**src/rtl/bls_pkg.sv**
```systemverilog
// Shared types and constants for the bounded LIFO stack with search.
// Depends on nothing; every other source file except bls_ram imports it.
package bls_pkg;

    // Storage geometry
    localparam int DEPTH   = 256;
    localparam int ELEM_W  = 32;
    localparam int ADDR_W  = $clog2(DEPTH);
    localparam int CNT_W   = $clog2(DEPTH + 1);

    // Fixed field widths of the channels and the capacity register
    localparam int VALUE_W = 32;
    localparam int POS_W   = 8;
    localparam int FILL_W  = 9;
    localparam int CAP_W   = 9;

    // Operation codes
    typedef enum logic [2:0] {
        MODE_PUSH     = 3'd0,
        MODE_POP      = 3'd1,
        MODE_PEEK_TOP = 3'd2,
        MODE_PEEK_AT  = 3'd3,
        MODE_INDEX_OF = 3'd4,
        MODE_CLEAR    = 3'd5
    } mode_t;

    // Sequencer states
    typedef enum logic [1:0] {
        ST_IDLE,
        ST_READ,
        ST_SEARCH,
        ST_DELIVER
    } seq_state_t;

    // Request payload
    typedef struct packed {
        mode_t                mode;
        logic [VALUE_W-1:0]   value;
        logic [POS_W-1:0]     position;
    } req_t;

    // Response payload
    typedef struct packed {
        logic                 ok;
        logic [VALUE_W-1:0]   read_data;
        logic [POS_W-1:0]     found_position;
        logic [FILL_W-1:0]    fill_count;
        logic                 is_empty;
        logic                 is_full;
    } rsp_t;

    // Entry storage access, sequencer to RAM
    typedef struct packed {
        logic                 we;
        logic [ADDR_W-1:0]    waddr;
        logic [ELEM_W-1:0]    wdata;
        logic                 re;
        logic [ADDR_W-1:0]    raddr;
    } ram_port_t;

endpackage

```
**src/rtl/bls_out.sv**
```systemverilog
// Output register stage for the response channel.
// Depends on bls_pkg for the response type.
module bls_out
    import bls_pkg::*;
(
    input  logic clk,
    input  logic rst_n,
    input  logic load,
    input  rsp_t din,
    output logic free,
    output logic rsp_valid,
    input  logic rsp_ready,
    output rsp_t rsp
);

    logic valid_reg, valid_next;
    rsp_t data_reg;

    // Slot can take a new response when empty or draining this cycle
    assign free = !valid_reg || rsp_ready;

    always_comb
    begin
        valid_next = valid_reg;
        if (load)
        begin
            valid_next = 1'b1;
        end
        else if (rsp_ready)
        begin
            valid_next = 1'b0;
        end
    end

    always_ff @(posedge clk or negedge rst_n)
    begin
        if (!rst_n)
        begin
            valid_reg <= 1'b0;
        end
        else
        begin
            valid_reg <= valid_next;
        end
    end

    // Hold payload until the next load
    always_ff @(posedge clk)
    begin
        if (load)
        begin
            data_reg <= din;
        end
    end

    assign rsp_valid = valid_reg;
    assign rsp       = data_reg;

endmodule

```
**config.mk**
```make
export PLATFORM = sky130hd
export DESIGN_NAME = bls_out
export DESIGN_NICKNAME = d
export VERILOG_FILES = /design/src/rtl/bls_pkg.sv /design/src/rtl/bls_out.sv
export SDC_FILE = /design/constraint.sdc
export NUM_CORES = 1
export LEC_CHECK = 0
export BUFFER_PORTS_ARGS = -buffer_cell sky130_fd_sc_hd__buf_2
export CAP_MARGIN = 20
export CORE_AREA = 4 4 84 55
export DETAILED_ROUTE_END_ITERATION = 6
export DIE_AREA = 0 0 88 59
export GPL_TIMING_DRIVEN = 0
export PLACE_DENSITY = 0.81
export SYNTH_ARGS = -nofsm -noshare
export SYNTH_HDL_FRONTEND = slang
export SYNTH_SLANG_ARGS = --single-unit
```
**constraint.sdc**
```tcl
create_clock -name clk -period 1.9 [get_ports clk]
set_input_delay 0.19 -clock clk [delete_from_list [all_inputs] [get_ports clk]]
set_output_delay 0.19 -clock clk [all_outputs]
set_load 0.02 [all_outputs]
```
==> flow_summary.yaml <==
worst_setup_path:
  crit_type: "reg -> out"
  setup.worst_path.end: "free"
  critPathRequiredTime_ns: 1.71
  r2r.worst_path.cells: 2
  rr_startpoint: "rsp_valid"
  endpoint_kind: "output pin"
  arrival_ns: 0.94
  r2r_slack_ns: 1.25
  critPathLaunchType: "flip-flop"
  crit_start: "rsp_valid"
  regToRegEndpoint: "rsp_valid"
  crit_fanout: 2
clocking:
  cts_root_buffer: "clkbuf_8"
  clk_pin_slew_ns: 0.08
  htree_levels: 2
  cts_tree: "done"
  clock_latency_ns: 0.29
  cts_buffer_depth: 2
  post_cts_buffers: 0
  cts_buffers: 5
  cts_sinks: 53
sta:
  period_share_pct: 59.5
  whs_ns: 0.0724
  worst_pin_slew_ns: 0.439
  drv_slew: 0
  setup_ws_ns: 0.770
  max_freq_mhz: 885
  rsz0062_at_grt: "false"
  finalHoldViolations: 0
  setup_viol: 0
  fin_crit_ns: 1.13
  tns_ns: 0
  skew_ns: 0
  slew_headroom_pct: 70.7
run:
  maxCapViolCount: 0
power_and_ir_drop:
  pwr-share-clk_pct: 25.0
  combPwrFrac_pct: 13.0
  switchingPower_mw: 0.527
  switching_share_pct: 23.3
  peakVddDrop_mv: 0.625
  pwr-share-seq_pct: 62.0
  p_per_area_nw_per_um2: 973
  p_int_mw: 1.74
  p_leak_nw: 1.02
drt:
  drt_pass1_iterations: 4
  drc: 0
  antenna_left: 0
  viasPerCell: 4.29
  drtIter0Drc: 38
  wl_per_cell_um: 14.6
  vias: 962
  wl_mm: 3.26
synth:
  syn_nets: 111
  synth_top_family_by_area: "simple AND/OR/NAND/NOR gates"
  synth_xor_area_share_pct: 0
  ys_top_cells_by_area: "edfxtp_1 (97%), dfrtp_1 (1.6%), nand2b_4 (0.86%)"
  ys_ff_latch: 53
  synth_simple_gate_area_share_pct: 1.40
  synthAdderAreaFrac_pct: 0
  syn_area_per_cell_um2: 29.3
  synth_cells: 55
  syn_area_um2: 1610
  ys_seq_area_share_pct: 98.6
  synth.distinct_cells: 4
  yosysTopAreaCell: "edfxtp_1"
  yosys_warnings: 0
  netlist.area_leader.share_pct: 97.0
  synth_compound_area_share_pct: 0
  yosys-mux-area-fraction_pct: 0
finish:
  area_growth_pct: 44.7
  fin_nets: 229
  drive_above_1_share_pct: 67.8
  mostFrequentLayoutCell: "buf_2"
  finalNonFillerCells: 224
  n_antenna_cell: 0
  final_cell_mix: "buf_2 (109), edfxtp_1 (52), clkbuf_8 (5), clkinv_1 (2)"
floorplanning:
  core_area_um2: 3900
  die-area_um2: 5190
  initial_core_util_pct: 41.3
  rows: 18
  die_x_um: 88
  fp.dieH_um: 59
  io_pins: 110
min_path:
  hold_class: "in -> reg"
outcome:
  status: "completed"
global_route:
  overflow: 0
  grt_max_degree: 54
  grt_pass1_wl_mm: 4.52
  antenna_found_initial: 0
  grt_pass1_vias: 1010
  grt_use_total_pct: 12.0
place:
  place_congestion: 0.681
  port_buffers: 109
  place_inst: 214
  dp_hpwl_mm: 2.50
  pre_cts_ws_ns: 0.457
layout make-up:
type	count	area, um^2
sequential	53	1590
fill	314	1570
timing repair buffer	111	576
clock buffer	5	68.8
tap	50	62.6
multi-input combinational	2	22.5
clock inverter	3	12.5
sequential cells by signal (all words and copies together) (netlist names):
| register | count |
|---|---|
| rsp_valid | 1 |
| rsp | 52 |
metal layers:
metal,track usage [%],up-vias,share of wire [%]
met2,18.2,75,43
li1,-,453,-
met5,0,-,0
met3,9.44,0,19
met4,1.97,0,0
met1,13.5,434,38
power by group through the flow:
stage | clock network [mW] | logic (mW) | registers (mW)
CTS | 0.598 | 0.294 | 1.41
finish | 0.567 | 0.294 | 1.40
floorplan | 0 | 0.00608 | 1.56
global route | 0.655 | 0.314 | 1.41
detailed placement | 0 | 0.292 | 1.43
global placement | 0 | 0.286 | 1.43
synth_stat cells (all sizes together):
master	instances
dfrtp	1
edfxtp	52
nand2b	2
through the flow:
step / instance area [um^2] / power, mW / utilization [%]
detailed placement: 2220 / 1.73 / 56.9
CTS: 2310 / 2.30 / 59.2
floorplan: 1610 / 1.56 / -
global route: 2330 / 2.38 / 59.8
finish: 2330 / 2.27 / 59.8
global placement: 2220 / 1.71 / 56.9
how the worst min path moves through the flow:
stage	from	to	slack [ns]	cells after the start
3_5_place_dp	rst_n	rsp_valid	-0.03	1
3_3_place_gp	rst_n	rsp_valid	-0.03	1
5_1_grt	din[5]	rsp[5]	0.04	1
2_1_floorplan	rst_n	rsp_valid	-0.11	0
6_report	din[33]	rsp[33]	0.07	1
4_1_cts	din[16]	rsp[16]	0.06	1
kinds of logic (layout without fill, tap and decap cells):
logic type,Yosys count,in the layout
and+or+nand+nor,2,2
DFF,53,53
buffers and inverters,0,119
critical path, cell delays in order, from the launching register on:
cell and delay (ns):
dfrtp_1 0.42, nand2b_4 0.08, buf_2 0.16
repair_timing:
action                                 CTS  global route
resized for setup                        0             0
setup endpoints to repair                0             0
endpoints found under the hold margin    1             0
hold buffers                             1             0
Power figures use the tool's default switching activity.
