--- src/rtl/bls_pkg.sv ---
// Shared types and constants for the bounded LIFO stack with search.
// Depends on nothing; every other source file except bls_ram imports it.
package bls_pkg;

    // Storage geometry
    localparam int DEPTH   = 256;
    localparam int ELEM_W  = 32;
    localparam int ADDR_W  = $clog2(DEPTH);
    localparam int CNT_W   = $clog2(DEPTH + 1);

    // Fixed field widths of the channels and the capacity register
    localparam int VALUE_W = 32;
    localparam int POS_W   = 8;
    localparam int FILL_W  = 9;
    localparam int CAP_W   = 9;

    // Operation codes
    typedef enum logic [2:0] {
        MODE_PUSH     = 3'd0,
        MODE_POP      = 3'd1,
        MODE_PEEK_TOP = 3'd2,
        MODE_PEEK_AT  = 3'd3,
        MODE_INDEX_OF = 3'd4,
        MODE_CLEAR    = 3'd5
    } mode_t;

    // Sequencer states
    typedef enum logic [1:0] {
        ST_IDLE,
        ST_READ,
        ST_SEARCH,
        ST_DELIVER
    } seq_state_t;

    // Request payload
    typedef struct packed {
        mode_t                mode;
        logic [VALUE_W-1:0]   value;
        logic [POS_W-1:0]     position;
    } req_t;

    // Response payload
    typedef struct packed {
        logic                 ok;
        logic [VALUE_W-1:0]   read_data;
        logic [POS_W-1:0]     found_position;
        logic [FILL_W-1:0]    fill_count;
        logic                 is_empty;
        logic                 is_full;
    } rsp_t;

    // Entry storage access, sequencer to RAM
    typedef struct packed {
        logic                 we;
        logic [ADDR_W-1:0]    waddr;
        logic [ELEM_W-1:0]    wdata;
        logic                 re;
        logic [ADDR_W-1:0]    raddr;
    } ram_port_t;

endpackage

--- src/rtl/bls_seq.sv ---
// Operation sequencer: fill count, RAM read-modify sequencing, upward search walk.
// Depends on bls_pkg for types and geometry.
module bls_seq
    import bls_pkg::*;
(
    input  logic              clk,
    input  logic              rst_n,
    input  logic              req_valid,
    output logic              req_ready,
    input  req_t              req,
    input  logic [CNT_W-1:0]  cap_eff,
    output ram_port_t         ram,
    input  logic [ELEM_W-1:0] ram_rdata,
    input  logic              out_free,
    output logic              out_load,
    output rsp_t              out_din
);

    seq_state_t        state_reg, state_next;
    logic [CNT_W-1:0]  count_reg, count_next;
    logic [ADDR_W-1:0] scan_reg, scan_next;
    logic [ELEM_W-1:0] key_reg, key_next;
    rsp_t              pend_reg, pend_next;
    logic [CNT_W-1:0]  count_dec;
    logic [CNT_W-1:0]  scan_inc;

    assign count_dec = count_reg - CNT_W'(1);
    assign scan_inc  = CNT_W'(scan_reg) + CNT_W'(1);

    // Next state, storage access and response staging
    always_comb
    begin
        state_next = state_reg;
        count_next = count_reg;
        scan_next  = scan_reg;
        key_next   = key_reg;
        pend_next  = pend_reg;
        ram.we     = 1'b0;
        ram.waddr  = count_reg[ADDR_W-1:0];
        ram.wdata  = req.value[ELEM_W-1:0];
        ram.re     = 1'b0;
        ram.raddr  = '0;
        req_ready  = (state_reg == ST_IDLE);
        out_load   = 1'b0;

        unique case (state_reg)
            ST_IDLE:
            begin
                if (req_valid)
                begin
                    pend_next  = '0;
                    state_next = ST_DELIVER;
                    unique case (req.mode)
                        MODE_PUSH:
                        begin
                            if (count_reg < cap_eff)
                            begin
                                ram.we       = 1'b1;
                                count_next   = count_reg + CNT_W'(1);
                                pend_next.ok = 1'b1;
                            end
                        end
                        MODE_POP:
                        begin
                            if (count_reg != '0)
                            begin
                                ram.re       = 1'b1;
                                ram.raddr    = count_dec[ADDR_W-1:0];
                                count_next   = count_dec;
                                pend_next.ok = 1'b1;
                                state_next   = ST_READ;
                            end
                        end
                        MODE_PEEK_TOP:
                        begin
                            if (count_reg != '0)
                            begin
                                ram.re       = 1'b1;
                                ram.raddr    = count_dec[ADDR_W-1:0];
                                pend_next.ok = 1'b1;
                                state_next   = ST_READ;
                            end
                        end
                        MODE_PEEK_AT:
                        begin
                            if (CNT_W'(req.position) < count_reg)
                            begin
                                ram.re       = 1'b1;
                                ram.raddr    = ADDR_W'(req.position);
                                pend_next.ok = 1'b1;
                                state_next   = ST_READ;
                            end
                        end
                        MODE_INDEX_OF:
                        begin
                            key_next = req.value[ELEM_W-1:0];
                            if (count_reg != '0)
                            begin
                                ram.re     = 1'b1;
                                ram.raddr  = '0;
                                scan_next  = '0;
                                state_next = ST_SEARCH;
                            end
                        end
                        MODE_CLEAR:
                        begin
                            count_next   = '0;
                            pend_next.ok = 1'b1;
                        end
                        default:
                        begin
                            // unused codes: no operation, refused
                        end
                    endcase
                end
            end
            ST_READ:
            begin
                // capture the word read at accept
                pend_next.read_data = VALUE_W'(ram_rdata);
                state_next          = ST_DELIVER;
            end
            ST_SEARCH:
            begin
                // compare entry at scan_reg, then advance or stop
                if (ram_rdata == key_reg)
                begin
                    pend_next.ok             = 1'b1;
                    pend_next.found_position = POS_W'(scan_reg);
                    state_next               = ST_DELIVER;
                end
                else if (scan_inc == count_reg)
                begin
                    state_next = ST_DELIVER;
                end
                else
                begin
                    ram.re     = 1'b1;
                    ram.raddr  = scan_inc[ADDR_W-1:0];
                    scan_next  = scan_inc[ADDR_W-1:0];
                end
            end
            ST_DELIVER:
            begin
                // hand the response to the output slot once it is free
                if (out_free)
                begin
                    out_load   = 1'b1;
                    state_next = ST_IDLE;
                end
            end
            default:
            begin
                state_next = ST_IDLE;
            end
        endcase
    end

    // Status fields follow the count as it stands after the operation
    always_comb
    begin
        out_din            = pend_reg;
        out_din.fill_count = FILL_W'(count_reg);
        out_din.is_empty   = (count_reg == '0);
        out_din.is_full    = (count_reg >= cap_eff);
    end

    always_ff @(posedge clk or negedge rst_n)
    begin
        if (!rst_n)
        begin
            state_reg <= ST_IDLE;
            count_reg <= '0;
        end
        else
        begin
            state_reg <= state_next;
            count_reg <= count_next;
        end
    end

    // Working registers, no reset needed
    always_ff @(posedge clk)
    begin
        scan_reg <= scan_next;
        key_reg  <= key_next;
        pend_reg <= pend_next;
    end

endmodule

--- config.mk ---
export PLATFORM = sky130hd
export DESIGN_NAME = bls_seq
export DESIGN_NICKNAME = d
export VERILOG_FILES = /design/src/rtl/bls_pkg.sv /design/src/rtl/bls_seq.sv
export SDC_FILE = /design/constraint.sdc
export NUM_CORES = 1
export LEC_CHECK = 0
export CAP_MARGIN = 20
export CORE_MARGIN = 2
export CORE_UTILIZATION = 65
export CTS_CLUSTER_DIAMETER = 120
export DETAILED_ROUTE_END_ITERATION = 10
export DONT_BUFFER_PORTS = 1
export HOLD_SLACK_MARGIN = 0.15
export PLACE_DENSITY_LB_ADDON = 0.3
export SLEW_MARGIN = 20
export SYNTH_ARGS = -nofsm -noshare
export SYNTH_HDL_FRONTEND = slang
export SYNTH_SLANG_ARGS = --single-unit
--- constraint.sdc ---
create_clock -name clk -period 9.3 [get_ports clk]
set_clock_uncertainty 0.2 [all_clocks]
set_input_delay 0.465 -clock clk [delete_from_list [all_inputs] [get_ports clk]]
set_output_delay 0.465 -clock clk [all_outputs]
set_load 0.02 [all_outputs]
==> impl_metrics.csv, run 1 <==
group,metric,value,unit
floorplan,rows,33,
grt,grt_pass1_wl,19.5,mm
worst_setup_path,timing.rr.start,"count_reg[0]",
logic_synthesis,synth_area_leaders,"edfxtp_1 (45%), xnor2_1 (6.1%), buf_4 (5.9%)",
worst_setup_path,arrival,3.65,ns
detailed_routing,dr.pass1.iters,5,
worst_setup_path,rr_endpoint,"scan_reg[5]",
logic_synthesis,synth_nets,610,
worst_setup_path,startpoint_type,"register",
place,numPortBuffers,0,
sta,tns,0,ns
worst_setup_path,critPathCapture,"ram[8]",
logic_synthesis,syn_inst,499,
power_and_ir_drop,pwr_density_cell,303,nW/um^2
sta,fmaxAchievable,0.232,GHz
worst_setup_path,crit_chain,"clkinv_1, ha_1, and4b_1, a21oi_1, o21ai_0, a21oi_1, nor3_1, o21ai_0",
logic_synthesis,synth_most_common_cell,"edfxtp_1",
logic_synthesis,synth.avg_cell_area,10.9,um^2
clock_tree,htreeDepth,3,
sta,timing.hold.ws,0.319,ns
sta,worst_pin_slew,0.989,ns
grt,grt.total_usage,28.8,%
logic_synthesis,synthesis.area,5430,um^2
place,dpl.cell_count,545,
sta,period_minus_slack,4.32,ns
detailed_routing,wire_per_inst,20.5,um
clock_tree,cts_tree,"yes",
final_layout,largest_reg_flops,41,
power_and_ir_drop,p_leak,2.18,nW
clock_tree,cts_sinks,92,
detailed_routing,drtIter0Drc,259,
logic_synthesis,yosysTopAreaCellShare,44.8,%
grt,grt_max_degree,34,
logic_synthesis,ys_ff_latch,92,
sta,hold_viol,0,
detailed_routing,drc,0,
grt,global_route.overflow_total,0,
place,gp_congestion,0.984,
final_layout,fin_util,74.5,%
clock_tree,clkTransAtPathRegs,0.10,ns
final_layout,fin_nets,628,
final_layout,instances_no_fill,628,
worst_setup_path,slowest_stage,"dfrtp_1",
power_and_ir_drop,ir_worst_vdd,0.000169,V
logic_synthesis,synth_edf_count,81,
grt,first_global_vias,3708,
sta,setup_viol,0,
floorplan,die_h,95.4,um
final_layout,fillerInstances,536,
clock_tree,cts_made_buffers,9,
worst_setup_path,reg2reg_depth,8,
hold_path,hp-class,"in2async",
worst_setup_path,endpoint_kind,"output port",
detailed_routing,viasPerCell,6.26,
final_layout,drive_gt1_share,5.17,%
sta,report.final.slew_viol_count,0,
floorplan,die_area,9100,um^2
floorplan,initial_core_util,66.7,%
worst_setup_path,rrSetupSlack,5.71,ns
sta,finalCritPeriodShare,46.4,%
logic_synthesis,ys_types,57,
detailed_routing,ant_nets,0,
sta,relSlewSlack,33.8,%
job,cap_viol_max_count,0,
place,place_hpwl,8.84,mm
floorplan,die_w,95.4,um
logic_synthesis,ys_seq_area_share,49.9,%
worst_setup_path,crit_path_max_incr_delay,0.80,ns
clock_tree,cts_resized,0,
worst_setup_path,criticalPathCategory,"reg2out",
grt,use_met2,46.1,%
sta,grt_setup_unrepaired,"no",
grt,met3_usage,6.56,%
clock_tree,post-cts-setup-buffers,0,
clock_tree,clk_latency,0.36,ns
floorplan,design.core.area,8130,um^2
worst_setup_path,required,8.64,ns
clock_tree,clockBufferDepth,2,
grt,antenna_found_initial,1,
worst_setup_path,critPathLaunch,"count_reg[7]",
clock_tree,hold_buffers,66,
logic_synthesis,yosys_warnings,0,
outcome,outcome,"completed",
grt,busiest_layer,"met2",
grt,grt_util_met1,38.3,%
worst_setup_path,cp_max_fo,11,
logic_synthesis,async_reset_ff_share,12.0,%
final_layout,syn_to_final_growth,11.6,%
clock_tree,clockRootBuffer,"clkbuf_8",
logic_synthesis,synth_commonest_cells,"edfxtp_1 (81), and2_1 (45), buf_4 (43)",
logic_synthesis,yosysTopAreaCell,"edfxtp_1",
detailed_routing,routed_wirelength,12.9,mm
logic_synthesis,synthFlopType,"edfxtp_1",
floorplan,pin_count,192,
detailed_routing,vias,3934,
power_and_ir_drop,total_power,1.83,mW
where the power goes:
part           internal (mW)  switching [mW]
logic                  0.239           0.404
clock network          0.129           0.151
registers              0.645           0.266
layer usage:
| metal | routed length [um] | share of wire [%] | vias up |
|---|---|---|---|
| li1 | - | - | 1800 |
| met2 | 6280 | 49 | 227 |
| met1 | 5340 | 41 | 1883 |
| met5 | 0 | 0 | - |
| met3 | 1060 | 8.2 | 24 |
| met4 | 213 | 1.7 | 0 |
layout make-up:
| type | instances | area, um^2 | share of cell area [%] |
|---|---|---|---|
| antenna | 1 | 2.50 | 0.0413 |
| multi-input combinational | 319 | 2230 | 36.9 |
| sequential | 92 | 2710 | 44.7 |
| tap | 105 | 131 | 2.17 |
| inverter | 27 | 101 | 1.67 |
| clock inverter | 7 | 81.3 | 1.34 |
| timing repair buffer | 68 | 676 | 11.2 |
| clock buffer | 9 | 124 | 2.05 |
critical path, delay by kind of cell (launching register included):
family	cells	cell delay [ns]
and+or+nand+nor	2	0.33
DFF	1	0.80
adders and majority gates	1	0.40
buffers and inverters	1	0.39
AOI/OAI and AO/OA	4	1.38
logic make-up after synthesis:
group	count (synthesis)	synth area share, %
AOI/OAI and AO/OA	96	11.5
xor gates and xnor gates	45	7.26
adders and majority gates	23	5.30
buffers and inverters	88	9.50
DFF	92	49.9
muxes	3	0.576
and+or+nand+nor	152	15.9
worst min path at each step:
stage          startpoint      endpoint  slack (ns)  depth (start not counted)
3_5_place_dp        rst_n  count_reg[1]       -0.03                          0
4_1_cts           req[42]  count_reg[0]        0.29                          3
5_1_grt          out_free  state_reg[1]        0.33                          4
2_1_floorplan       rst_n  count_reg[0]       -0.03                          0
6_report            rst_n  count_reg[1]        0.32                          1
3_3_place_gp        rst_n  count_reg[0]       -0.03                          0
through the flow:
stage               setup slack (ns)  instance area [um^2]
floorplan                       5.39                  5430
global placement                5.60                  5180
detailed placement              5.47                  5180
CTS                             5.05                  6040
global route                    4.71                  6060
finish                          4.98                  6060
placed cells by master (no fill, tap or decap), types with 12 or more instances in the layout:
cell type and count:
a21oi_1 24, a22oi_1 12, and2_1 45, dlygate4sd3_1 66
edfxtp_1 81, ha_1 23, inv_1 26, nand2_1 19
nand3_1 14, nand4_1 13, nor2_1 15, nor2b_1 14
o21ai_0 13, o22ai_1 12, xnor2_1 38
No activity file was read; power rests on OpenSTA's default activity.
==> run 2, diff against run 1 <==
--- a/config.mk
+++ b/config.mk
@@ -5,9 +5,10 @@
 export SDC_FILE = /design/constraint.sdc
 export NUM_CORES = 1
 export LEC_CHECK = 0
+export ABC_AREA = 1
 export CAP_MARGIN = 20
 export CORE_MARGIN = 2
-export CORE_UTILIZATION = 65
+export CORE_UTILIZATION = 64
 export CTS_CLUSTER_DIAMETER = 120
 export DETAILED_ROUTE_END_ITERATION = 10
 export DONT_BUFFER_PORTS = 1
==> constraint.sdc (replaced) <==
create_clock -name clk -period 4.2 [get_ports clk]
set_clock_uncertainty 0.2 [all_clocks]
set_input_delay 0.21 -clock clk [delete_from_list [all_inputs] [get_ports clk]]
set_output_delay 0.21 -clock clk [all_outputs]
set_load 0.02 [all_outputs]
==> run 2 against run 1 <==
First-iteration DRC count down 0.39%; utilization shrank 0.30 points; global-route usage rose by 0.47 points; critical endpoint is now count_reg[0]; largest power group unchanged.
==> impl_metrics.csv, run 2 <==
group,metric,value,unit
outcome,outcome,"completed",
floorplan,rows,34,
worst_setup_path,required,4.30,ns
final_layout,instances_no_fill,847,
hold_path,hp-class,"in2reg",
grt,busiest_layer,"met2",
grt,grt_pass1_wl,22.4,mm
sta,hold_viol,0,
final_layout,layout_commonest_cell,"nand2_1",
worst_setup_path,cp_max_fo,18,
logic_synthesis,synthFlopType,"edfxtp_1",
floorplan,die_area,9650,um^2
worst_setup_path,critPathLaunch,"count_reg[2]",
worst_setup_path,arrival,3.99,ns
sta,report.final.slew_viol_count,0,
logic_synthesis,syn_inst,696,
sta,timing.final.ws_setup,0.313,ns
grt,first_global_vias,4552,
power_and_ir_drop,total_power,4.18,mW
final_layout,fin_nets,846,
grt,use_met2,50.1,%
place,numPortBuffers,0,
clock_tree,clkTransAtPathRegs,0.10,ns
sta,worst_pin_slew,0.796,ns
power_and_ir_drop,ir_worst_vdd,0.000497,V
logic_synthesis,synth_nets,807,
logic_synthesis,ys_seq_area_share,47.6,%
clock_tree,clk_latency,0.37,ns
final_layout,syn_to_final_growth,13.2,%
sta,finalCritPeriodShare,92.6,%
clock_tree,cts_tree,"yes",
detailed_routing,dr.pass1.iters,5,
power_and_ir_drop,pwr_density_cell,649,nW/um^2
grt,grt_util_met1,37.0,%
floorplan,die_h,98.3,um
logic_synthesis,synth_edf_count,81,
detailed_routing,viasPerCell,5.37,
sta,setup_viol,0,
logic_synthesis,yosys_warnings,0,
clock_tree,clockBufferDepth,2,
logic_synthesis,yosysTopAreaCellShare,42.8,%
place,place_hpwl,9.57,mm
clock_tree,htreeDepth,3,
floorplan,pin_count,192,
sta,relSlewSlack,46.4,%
logic_synthesis,synth_most_common_cell,"nand2_1",
sta,timing.hold.ws,0.169,ns
logic_synthesis,synth_top_family_by_area,"simple AND/OR/NAND/NOR gates",
final_layout,largest_reg_flops,41,
logic_synthesis,ys_types,35,
floorplan,initial_core_util,65.5,%
final_layout,fin_util,74.1,%
grt,global_route.overflow_total,0,
grt,grt_max_degree,33,
sta,tns,0,ns
logic_synthesis,yosysTopAreaCell,"edfxtp_1",
place,dpl.cell_count,758,
clock_tree,cts_sinks,92,
logic_synthesis,synthXorXnorAreaFrac,2.62,%
logic_synthesis,synth_commonest_cells,"nand2_1 (198), inv_1 (127), nor2_1 (83)",
clock_tree,cts_resized,0,
logic_synthesis,muxShareOfSynthArea,0,%
grt,grt.total_usage,29.3,%
detailed_routing,routed_wirelength,13.9,mm
logic_synthesis,synth_area_leaders,"edfxtp_1 (43%), nand2_1 (13%), inv_1 (8.4%)",
logic_synthesis,synth_fa_ha_area_share,5.06,%
logic_synthesis,async_reset_ff_share,12.0,%
worst_setup_path,endpoint_kind,"register",
final_layout,final_cell_mix,"nand2_1 (198), inv_1 (127), nor2_1 (83)",
power_and_ir_drop,p_leak,3.15,nW
logic_synthesis,synth.avg_cell_area,8.17,um^2
sta,period_minus_slack,3.89,ns
worst_setup_path,criticalPathCategory,"reg2reg",
final_layout,fillerInstances,628,
sta,fmaxAchievable,0.257,GHz
clock_tree,cts_made_buffers,9,
logic_synthesis,yosys.area_share.simple,23.2,%
clock_tree,clockRootBuffer,"clkbuf_8",
grt,antenna_found_initial,0,
place,place_ws,1.22,ns
logic_synthesis,synthesis.area,5690,um^2
worst_setup_path,startpoint_type,"register",
sta,grt_setup_unrepaired,"no",
place,dpl-instance-area,5500,um^2
hold_path,worst_hold_startpoint,"req[40]",
detailed_routing,drc,0,
floorplan,design.core.area,8680,um^2
final_layout,multi_input_area,2140,um^2
job,cap_viol_max_count,0,
detailed_routing,drtIter0Drc,258,
final_layout,drive_gt1_share,5.41,%
final_layout,fin_area,6430,um^2
final_layout,regArea,2710,um^2
detailed_routing,wire_per_inst,16.4,um
detailed_routing,ant_nets,0,
worst_setup_path,timing.rr.start,"count_reg[2]",
logic_synthesis,synth_compound_area_share,6.71,%
logic_synthesis,ys_ff_latch,92,
grt,met3_usage,6.73,%
place,gp_congestion,0.987,
floorplan,die_w,98.3,um
final_layout,antenna_cells,0,
detailed_routing,vias,4547,
-- run 2: critical path: stages (launching register included) --
cell	delay [ns]
dfrtp_1	0.84
ha_1	0.38
a21oi_1	0.15
o21ai_0	0.10
nand2_1	0.07
nand3_1	0.16
a21oi_4	0.56
nand3_1	0.14
dlygate4sd3_1	0.60
o21ai_2	0.06
dlygate4sd3_1	0.57
-- run 2: final timing paths --
path                       depth (start not counted)      endpoint  slack [ns]
setup / recovery                                  10  count_reg[0]        0.31
hold / removal                                     5  count_reg[4]        0.17
setup reg to reg                                  10  count_reg[0]        0.31
hold reg to reg                                    2  state_reg[1]        0.34
max in group asynchronous                          2  count_reg[2]        2.78
min in group asynchronous                          2  count_reg[8]        0.63
-- run 2: layout make-up --
cell class | instances | area share (%)
Sequential cell | 92 | 42.1
Multi-Input combinational cell | 425 | 33.3
Timing Repair Buffer | 78 | 12.0
Inverter | 129 | 7.52
Tap cell | 108 | 2.10
Clock buffer | 9 | 1.92
Clock inverter | 6 | 1.11
-- run 2: repair_timing --
| item | CTS | global route |
|---|---|---|
| hold buffers | 74 | 0 |
| hold endpoints to repair | 116 | 0 |
| setup buffers | 0 | 0 |
-- run 2: cell families (layout without fill, tap and decap cells) --
family | count (synthesis) | count (layout)
AOI/OAI and AO/OA | 59 | 59
xor gates and xnor gates | 17 | 17
adders and majority gates | 23 | 23
buffers and inverters | 179 | 222
DFF | 92 | 92
and+or+nand+nor | 326 | 326
-- run 2: power by group --
group	internal (mW)	total (mW)	leakage [nW]	switching (mW)
Clock	0.279	0.602	0.0980	0.323
Combinational	0.516	1.55	2.13	1.03
Sequential	1.42	2.03	0.913	0.605
-- run 2: metal layers --
| layer | vias up | wire (um) |
|---|---|---|
| met1 | 2074 | 5670 |
| met5 | - | 0 |
| met3 | 29 | 1120 |
| li1 | 2225 | - |
| met2 | 219 | 6760 |
| met4 | 0 | 297 |
==> run 3, diff against run 2 <==
--- a/config.mk
+++ b/config.mk
@@ -9,6 +9,7 @@
 export CAP_MARGIN = 20
 export CORE_MARGIN = 2
 export CORE_UTILIZATION = 64
+export CTS_BUF_LIST = sky130_fd_sc_hd__clkbuf_16
 export CTS_CLUSTER_DIAMETER = 120
 export DETAILED_ROUTE_END_ITERATION = 10
 export DONT_BUFFER_PORTS = 1
==> run 3 against run 2 <==
Worst setup slack gained 0.0010 ns; cell area is 1.6% higher; non-clock buffer count unchanged; utilization increased by 1.2 points; sequential cell count unchanged; sequential power is essentially flat; critical path type unchanged; critical endpoint unchanged; largest power group unchanged.
==> impl_metrics.csv, run 3 (synthesis gave the netlist of run 2 again) <==
group,metric,value,unit
final_layout,syn_to_final_growth,15.0,%
clock_tree,cts_tree,"yes",
grt,first_global_vias,4656,
grt,antenna_found_initial,0,
place,place_ws,1.22,ns
sta,setup_viol,0,
floorplan,design.core.area,8680,um^2
detailed_routing,dr.pass1.iters,5,
final_layout,antenna_cells,0,
detailed_routing,drtIter0Drc,265,
grt,grt_max_degree,33,
sta,tns,0,ns
place,dpl-instance-area,5500,um^2
floorplan,die_h,98.3,um
worst_setup_path,criticalPathCategory,"reg2reg",
clock_tree,htreeDepth,3,
clock_tree,cts_made_buffers,9,
sta,timing.final.ws_setup,0.314,ns
worst_setup_path,critPathLaunch,"count_reg[2]",
detailed_routing,viasPerCell,5.42,
power_and_ir_drop,pwr_density_cell,672,nW/um^2
floorplan,pin_count,192,
detailed_routing,ant_nets,0,
worst_setup_path,timing.rr.start,"count_reg[2]",
place,place_hpwl,9.57,mm
sta,grt_setup_unrepaired,"no",
hold_path,hp-class,"in2reg",
floorplan,die_area,9650,um^2
final_layout,final_cell_mix,"nand2_1 (198), inv_1 (127), nor2_1 (83)",
power_and_ir_drop,ir_worst_vdd,0.000497,V
grt,grt.total_usage,29.6,%
sta,fmaxAchievable,0.257,GHz
sta,hold_viol,0,
worst_setup_path,startpoint_type,"register",
final_layout,fin_area,6540,um^2
sta,worst_pin_slew,0.773,ns
final_layout,drive_gt1_share,5.41,%
worst_setup_path,required,4.27,ns
clock_tree,clockBufferDepth,2,
floorplan,die_w,98.3,um
grt,global_route.overflow_total,0,
clock_tree,clockRootBuffer,"clkbuf_16",
hold_path,worst_hold_startpoint,"req[41]",
grt,grt_pass1_wl,22.8,mm
worst_setup_path,cp_max_fo,18,
sta,finalCritPeriodShare,92.5,%
sta,period_minus_slack,3.89,ns
worst_setup_path,endpoint_kind,"register",
clock_tree,clk_latency,0.34,ns
floorplan,initial_core_util,65.5,%
final_layout,fin_nets,846,
detailed_routing,wire_per_inst,16.5,um
clock_tree,cts_sinks,92,
job,cap_viol_max_count,0,
place,numPortBuffers,0,
place,gp_congestion,0.987,
detailed_routing,routed_wirelength,14.0,mm
power_and_ir_drop,p_leak,3.19,nW
outcome,outcome,"completed",
final_layout,fillerInstances,622,
detailed_routing,drc,0,
detailed_routing,vias,4589,
final_layout,layout_commonest_cell,"nand2_1",
final_layout,largest_reg_flops,41,
worst_setup_path,arrival,3.96,ns
sta,report.final.slew_viol_count,0,
clock_tree,clkTransAtPathRegs,0.07,ns
floorplan,rows,34,
sta,relSlewSlack,47.9,%
-- run 3: worst max-delay path: stages, from the launching register on --
cell	delay [ns]
dfrtp_1	0.82
ha_1	0.38
a21oi_1	0.14
o21ai_0	0.10
nand2_1	0.07
nand3_1	0.16
a21oi_4	0.56
nand3_1	0.14
dlygate4sd3_1	0.60
o21ai_2	0.06
dlygate4sd3_1	0.57
-- run 3: worst paths after layout --
kind                                 to  slack [ns]  depth (start not counted)
setup reg to reg           count_reg[0]        0.31                         10
min in group asynchronous  count_reg[8]        0.66                          2
hold / removal               key_reg[6]        0.18                          2
hold reg to reg            state_reg[1]        0.34                          2
max in group asynchronous  count_reg[2]        2.75                          2
setup / recovery           count_reg[0]        0.31                         10
-- run 3: through the flow --
step | std cells | util [%] | hold slack, ns | power [mW]
final | 847 | 75.3 | 0.178 | 4.39
after global placement | 758 | 63.4 | -0.285 | 3.42
after detailed placement | 758 | 63.4 | -0.285 | 3.49
after global routing | 847 | 75.3 | 0.185 | 4.66
after floorplan | 696 | - | -0.286 | 3.17
after CTS | 847 | 75.3 | 0.171 | 4.37
-- run 3: layout make-up --
| type | count | area (um^2) | share of cell area [%] |
|---|---|---|---|
| sequential | 92 | 2710 | 41.4 |
| timing repair buffer | 78 | 771 | 11.8 |
| clock buffer | 9 | 225 | 3.45 |
| tap | 108 | 135 | 2.07 |
| clock inverter | 6 | 71.3 | 1.09 |
| multi-input combinational | 425 | 2140 | 32.8 |
| inverter | 129 | 484 | 7.41 |
-- run 3: repair_timing --
item                                    CTS  global route
hold endpoints to repair                 87             0
endpoints found under the setup margin    0             0
gates resized for setup                   0             0
hold buffers                             74             0
buffers inserted                          0             0
-- run 3: power by group --
group          switching, mW  internal [mW]
Sequential             0.606           1.42
Combinational           1.03          0.516
Clock                  0.349          0.466
Total                   1.99           2.41
-- run 3: layer usage --
layer  part of all wire, %  global-route usage [%]  vias to the layer above  wire (um)
met1                    40                    36.7                     2103       5650
met2                    50                    51.4                      225       6990
met3                   7.5                    6.73                       27       1060
met5                     0                       0                        -          0
met4                   2.3                    10.2                        0        318
li1                      -                       -                     2234          -
